$ cat src/hdl/snu_pkg.sv
// package for the sigmoid neuron unit: item kinds, widths and shared helpers
// no dependencies
package snu_pkg;

   localparam int MaxWeightsDefault = 64;
   localparam logic [31:0] WeightReset = 32'sd655360000;
   localparam logic [16:0] OneQ16 = 17'd65536;
   localparam logic [6:0] NumWeightsReset = 7'd64;
   localparam logic [23:0] LearningRateReset = 24'd5033;

   typedef enum logic [2:0] {
      KIND_SUM = 3'd0,
      KIND_SET_ERR = 3'd1,
      KIND_ADD_ERR = 3'd2,
      KIND_ADJUST = 3'd3,
      KIND_BACKPROP = 3'd4,
      KIND_SET_VAL = 3'd5,
      KIND_WRITE_W = 3'd6,
      KIND_NONE = 3'd7
   } kind_type;

   typedef enum logic {
      CSR_NUM_WEIGHTS = 1'b0,
      CSR_LEARNING_RATE = 1'b1
   } csr_index_type;

   // engine sequencer states
   typedef enum logic [3:0] {
      ST_INIT, ST_IDLE, ST_SUM_RD, ST_SUM_MUL, ST_SUM_ACC, ST_SIGMOID,
      ST_ADJ_STEP, ST_ADJ_RD, ST_ADJ_WR, ST_BP_RD, ST_BP_MUL, ST_BP_OUT, ST_STATUS
   } state_type;

   // one queued request
   typedef struct packed {
      kind_type kind;
      logic signed [31:0] operand;
      logic [5:0] weight_index;
   } item_type;

   // saturate a 64-bit signed value to 32 bits
   function automatic logic signed [31:0] sat32(input logic signed [63:0] v);
      logic signed [31:0] r;
      if (v > 64'sd2147483647) r = 32'sh7fffffff;
      else if (v < -64'sd2147483648) r = 32'sh80000000;
      else r = v[31:0];
      return r;
   endfunction

   // four-segment piecewise sigmoid
   function automatic logic [16:0] sigmoid_q16(input logic signed [63:0] x);
      logic neg;
      logic [18:0] a;
      logic [16:0] y;
      neg = x[63];
      if (neg) a = (x < -64'sd327680) ? 19'd327680 : 19'((-x));
      else a = (x >= 64'sd327680) ? 19'd327680 : x[18:0];
      if (a >= 19'd327680) y = OneQ16;
      else if (a >= 19'd155648) y = 17'(a >> 5) + 17'd55296;
      else if (a >= 19'd65536) y = 17'(a >> 3) + 17'd40960;
      else y = 17'(a >> 2) + 17'd32768;
      if (neg) y = OneQ16 - y;
      return y;
   endfunction

endpackage

$ cat src/hdl/snu_front.sv
// front end: two-entry request queue between the stream input and the engine
// depends on snu_pkg
module snu_front (
   input  logic               clock,
   input  logic               reset,
   input  logic               in_valid,
   output logic               in_ready,
   input  snu_pkg::item_type  in_item,
   output logic               out_valid,
   input  logic               out_ready,
   output snu_pkg::item_type  out_item
);
   snu_pkg::item_type q_ff [2];
   snu_pkg::item_type q_in [2];
   logic [1:0] cnt_ff, cnt_in;
   logic push, pop;

   assign push = in_valid && in_ready;
   assign pop = out_valid && out_ready;
   assign in_ready = cnt_ff != 2'd2;
   assign out_valid = cnt_ff != 2'd0;
   assign out_item = q_ff[0];

   // shift queue update
   always_comb begin
      q_in = q_ff;
      cnt_in = cnt_ff;
      if (pop) begin
         q_in[0] = q_ff[1];
         cnt_in = cnt_in - 2'd1;
      end
      if (push) begin
         q_in[cnt_in[0]] = in_item;
         cnt_in = cnt_in + 2'd1;
      end
   end

   always_ff @(posedge clock) begin
      q_ff <= q_in;
      if (reset) cnt_ff <= 2'd0;
      else cnt_ff <= cnt_in;
   end
endmodule

$ cat config.mk
export PLATFORM = sky130hd
export DESIGN_NAME = snu_front
export DESIGN_NICKNAME = d
export VERILOG_FILES = /design/src/hdl/snu_pkg.sv /design/src/hdl/snu_front.sv
export SDC_FILE = /design/constraint.sdc
export NUM_CORES = 1
export LEC_CHECK = 0
export BUFFER_PORTS_ARGS = -buffer_cell sky130_fd_sc_hd__clkbuf_2
export CORE_ASPECT_RATIO = 1.2
export CORE_MARGIN = 1.5
export CORE_UTILIZATION = 40
export DETAILED_ROUTE_END_ITERATION = 6
export GPL_ROUTABILITY_DRIVEN = 0
export REMOVE_ABC_BUFFERS = 1
export SYNTH_ARGS = -nofsm -noshare
export SYNTH_HDL_FRONTEND = slang
export SYNTH_SLANG_ARGS = --single-unit
$ cat constraint.sdc
create_clock -name clock -period 2.7 [get_ports clock]
set_input_delay 0.135 -clock clock [delete_from_list [all_inputs] [get_ports clock]]
set_output_delay 0.135 -clock clock [all_outputs]
set_load 0.005 [all_outputs]
==> impl_results.md <==
- Status: completed
- Final Skew: 3.12 ps
- Final Hold Viols: 0
- Max Fclk: 457 MHz
- Sw Pwr: 0.00174 W
- CP required: 2920 ps
- Hold slack: 294 ps
- CP Max Fanout: 41
- Worst slew pin tran: 565 ps
- Yosys Warn Count: 0
- Layout cells sized above 1: 32.6%
- Initial drt markers: 107
- Max Root-Sink Buffers: 2
- Placeable Area: 8560 µm²
- Register area share after synthesis: 59.5%
- Worst IR Drop VDD: 0.427 mV
- Power Total: 0.00506 W
- Final Critical Period: 2190 ps
- Commonest non-fill, non-tap cell in the layout: clkbuf_2
- Synthesis-to-layout area growth: 26.1%
- Die height: 106 µm
- Leakage power: 1.91 nW
- GR Util met3: 3.05%
- Crit path arrival time: 2400 ps
- Placed Cells: 443
- DR WL/cell: 14.5 µm
- Number of vias per cell: 4.74
- Initial Util: 41.1%
- Final non-filler cell area: 4440 µm²
- Die footprint: 9370 µm²
- Max incr delay on CP: 590 ps
- Post-DP Area: 3770 µm²
- First-pass GRT wire length: 11,400 µm
- Unique masters post-synth: 25
- Slowest CP cell: and2_4
- Cts repair resizes: 0
- Startpoint Class: flop
- Finished Layout Cells: 501
- Post-synthesis cell area: 3520 µm²
- #FFs+latches synth: 84
- Dpl hpwl: 4640 µm
- IO buf count: 87
- I/O Pins: 88
- CTS tree: yes
- Antenna cells: 0
- Crit path kind: flop to flop
- Slew HR: 62.4%
- GRT met2 Usage: 26.7%
- Clk Latency, worst-skew pair: 350 ps
- Clock power share: 21.4%
- Root buffer cell: clkbuf_8
- Sequential cell fraction of total power: 41.5%
- Final setup vio count: 0
- Met1 Resource Use GR: 20.4%
- Maxcap violations: 0
- DRC errors left: 0
- Clk slew on worst S/H paths: 80 ps
- Die X: 88.6 µm
- Cts-stage hold buffer count: 42
- Via count: 2,376
- Most frequent cells in the layout: clkbuf_2 (87), nand3_1 (43), dfxtp_1 (43)
- Critical path cell sequence: inv_1, ha_1, nor2b_4, xnor2_4, and2_4, o21ai_1
- Synth Instances: 289
- Total GRT Usage: 16.1%
- DRT antenna net count: 0
- Fin crit share: 81.1%
- Antenna violations before repair: 0
- CP Capture Type: flop
- Combinational Power Share: 37.1%
- Num CTS Buffers: 9
- Post-CTS Setup Bufs: 0
- Nets@finish: 427
- Switching share of power: 34.3%
- Pins Over Slew Limit: 0
- Int Pwr: 0.00332 W
- Cell Pwr Density: 1140 nW/µm²
- Num Clock Sinks: 84
- Gr busiest metal: met2
- H-tree levels: 3
- Number of global-route vias before repair: 2,298
- WL final: 7250 µm
- Worst Hold Class: input pin to flop
- Largest net degree at the start of global routing: 42
- Rows: 37
- Gr ovfl total: 0
- TritonRoute pass-1 iters: 6
- Average cell area after synthesis: 12.2 µm²
- RSZ-0062 raised after global routing: no
[area by class of cell]
| class | instances | area [µm²] |
|---|---|---|
| clock buffer | 9 | 124 |
| sequential | 84 | 2090 |
| fill | 754 | 4130 |
| inverter | 6 | 22.5 |
| multi-input combinational | 141 | 1010 |
| clock inverter | 7 | 123 |
| tap | 117 | 146 |
| timing repair buffer | 137 | 916 |
[power groups by stage]
stage / sequential [W] / combinational (W) / clock [W]
final: 0.00210 / 0.00188 / 0.00108
after global routing: 0.00215 / 0.00210 / 0.00116
after CTS: 0.00211 / 0.00191 / 0.00111
after detailed placement: 0.00213 / 0.00186 / 0
after global placement: 0.00211 / 0.00183 / 0
after floorplan: 0.00212 / 0.00108 / 0
[cell usage after synthesis, drive strengths merged]
library cell / number / area [µm²]
clkinv: 1 / 3.75
clkbuf: 6 / 26.3
nor2b: 2 / 20.0
inv: 5 / 18.8
ha: 3 / 37.5
nand3: 43 / 215
nor3: 1 / 5.00
mux2i: 41 / 410
o21ai: 42 / 248
a22oi: 1 / 7.51
xnor2: 1 / 16.3
a21oi: 1 / 5.00
edfxtp: 41 / 1230
nand2b: 2 / 12.5
or3: 1 / 6.26
dfxtp: 43 / 861
buf: 52 / 377
nor2: 2 / 7.51
and2: 1 / 8.76
[path summary, 6_finish.rpt]
check | startpoint | endpoint | slack, ps | cells past startpoint
hold reg to reg | flop | out_item[21]$_DFF_P_ | 520 | 2
hold / removal | in_valid | cnt_ff[1]$_SDFF_PP0_ | 290 | 5
setup / recovery | cnt_ff[0]$_SDFF_PP0_ | out_item[36]$_DFF_P_ | 510 | 6
setup reg to reg | cnt_ff[0]$_SDFF_PP0_ | out_item[36]$_DFF_P_ | 510 | 6
[metal layers]
layer / routed length (µm) / share of wire (%)
met3: 346 / 4.8
met5: 0 / 0
met4: 108 / 1.5
met2: 3640 / 50
met1: 3160 / 44
[logic make-up (layout without fill, tap and decap cells)]
group                    after synthesis  in the layout  share of synthesized area, %
AND/OR/NAND/NOR                       52             52                          7.83
multiplexers                          41             41                          11.7
AO/OA/AOI/OAI                         44             44                          7.40
flip-flops                            84             84                          59.5
buffers and inverters                 64            159                          12.1
adder cells (fa/ha/maj)                3              3                          1.07
XOR/XNOR                               1              1                         0.463
[per-stage QoR]
step / setup slack [ps] / utilization, % / setup TNS (ps)
global route: 324 / 51.8 / 0
CTS: 461 / 51.8 / 0
detailed placement: 474 / 44.0 / 0
finish: 511 / 51.8 / 0
global placement: 539 / 44.0 / 0
floorplan: -219 / - / -8280
[worst max-delay path, delay by kind of cell, from the launching register on]
family,cells,cell delay (ps)
flip-flops,1,470
AND/OR/NAND/NOR,2,770
XOR/XNOR,1,260
buffers and inverters,1,100
adder cells (fa/ha/maj),1,260
AO/OA/AOI/OAI,1,160
(Power assumes the default switching activity.)
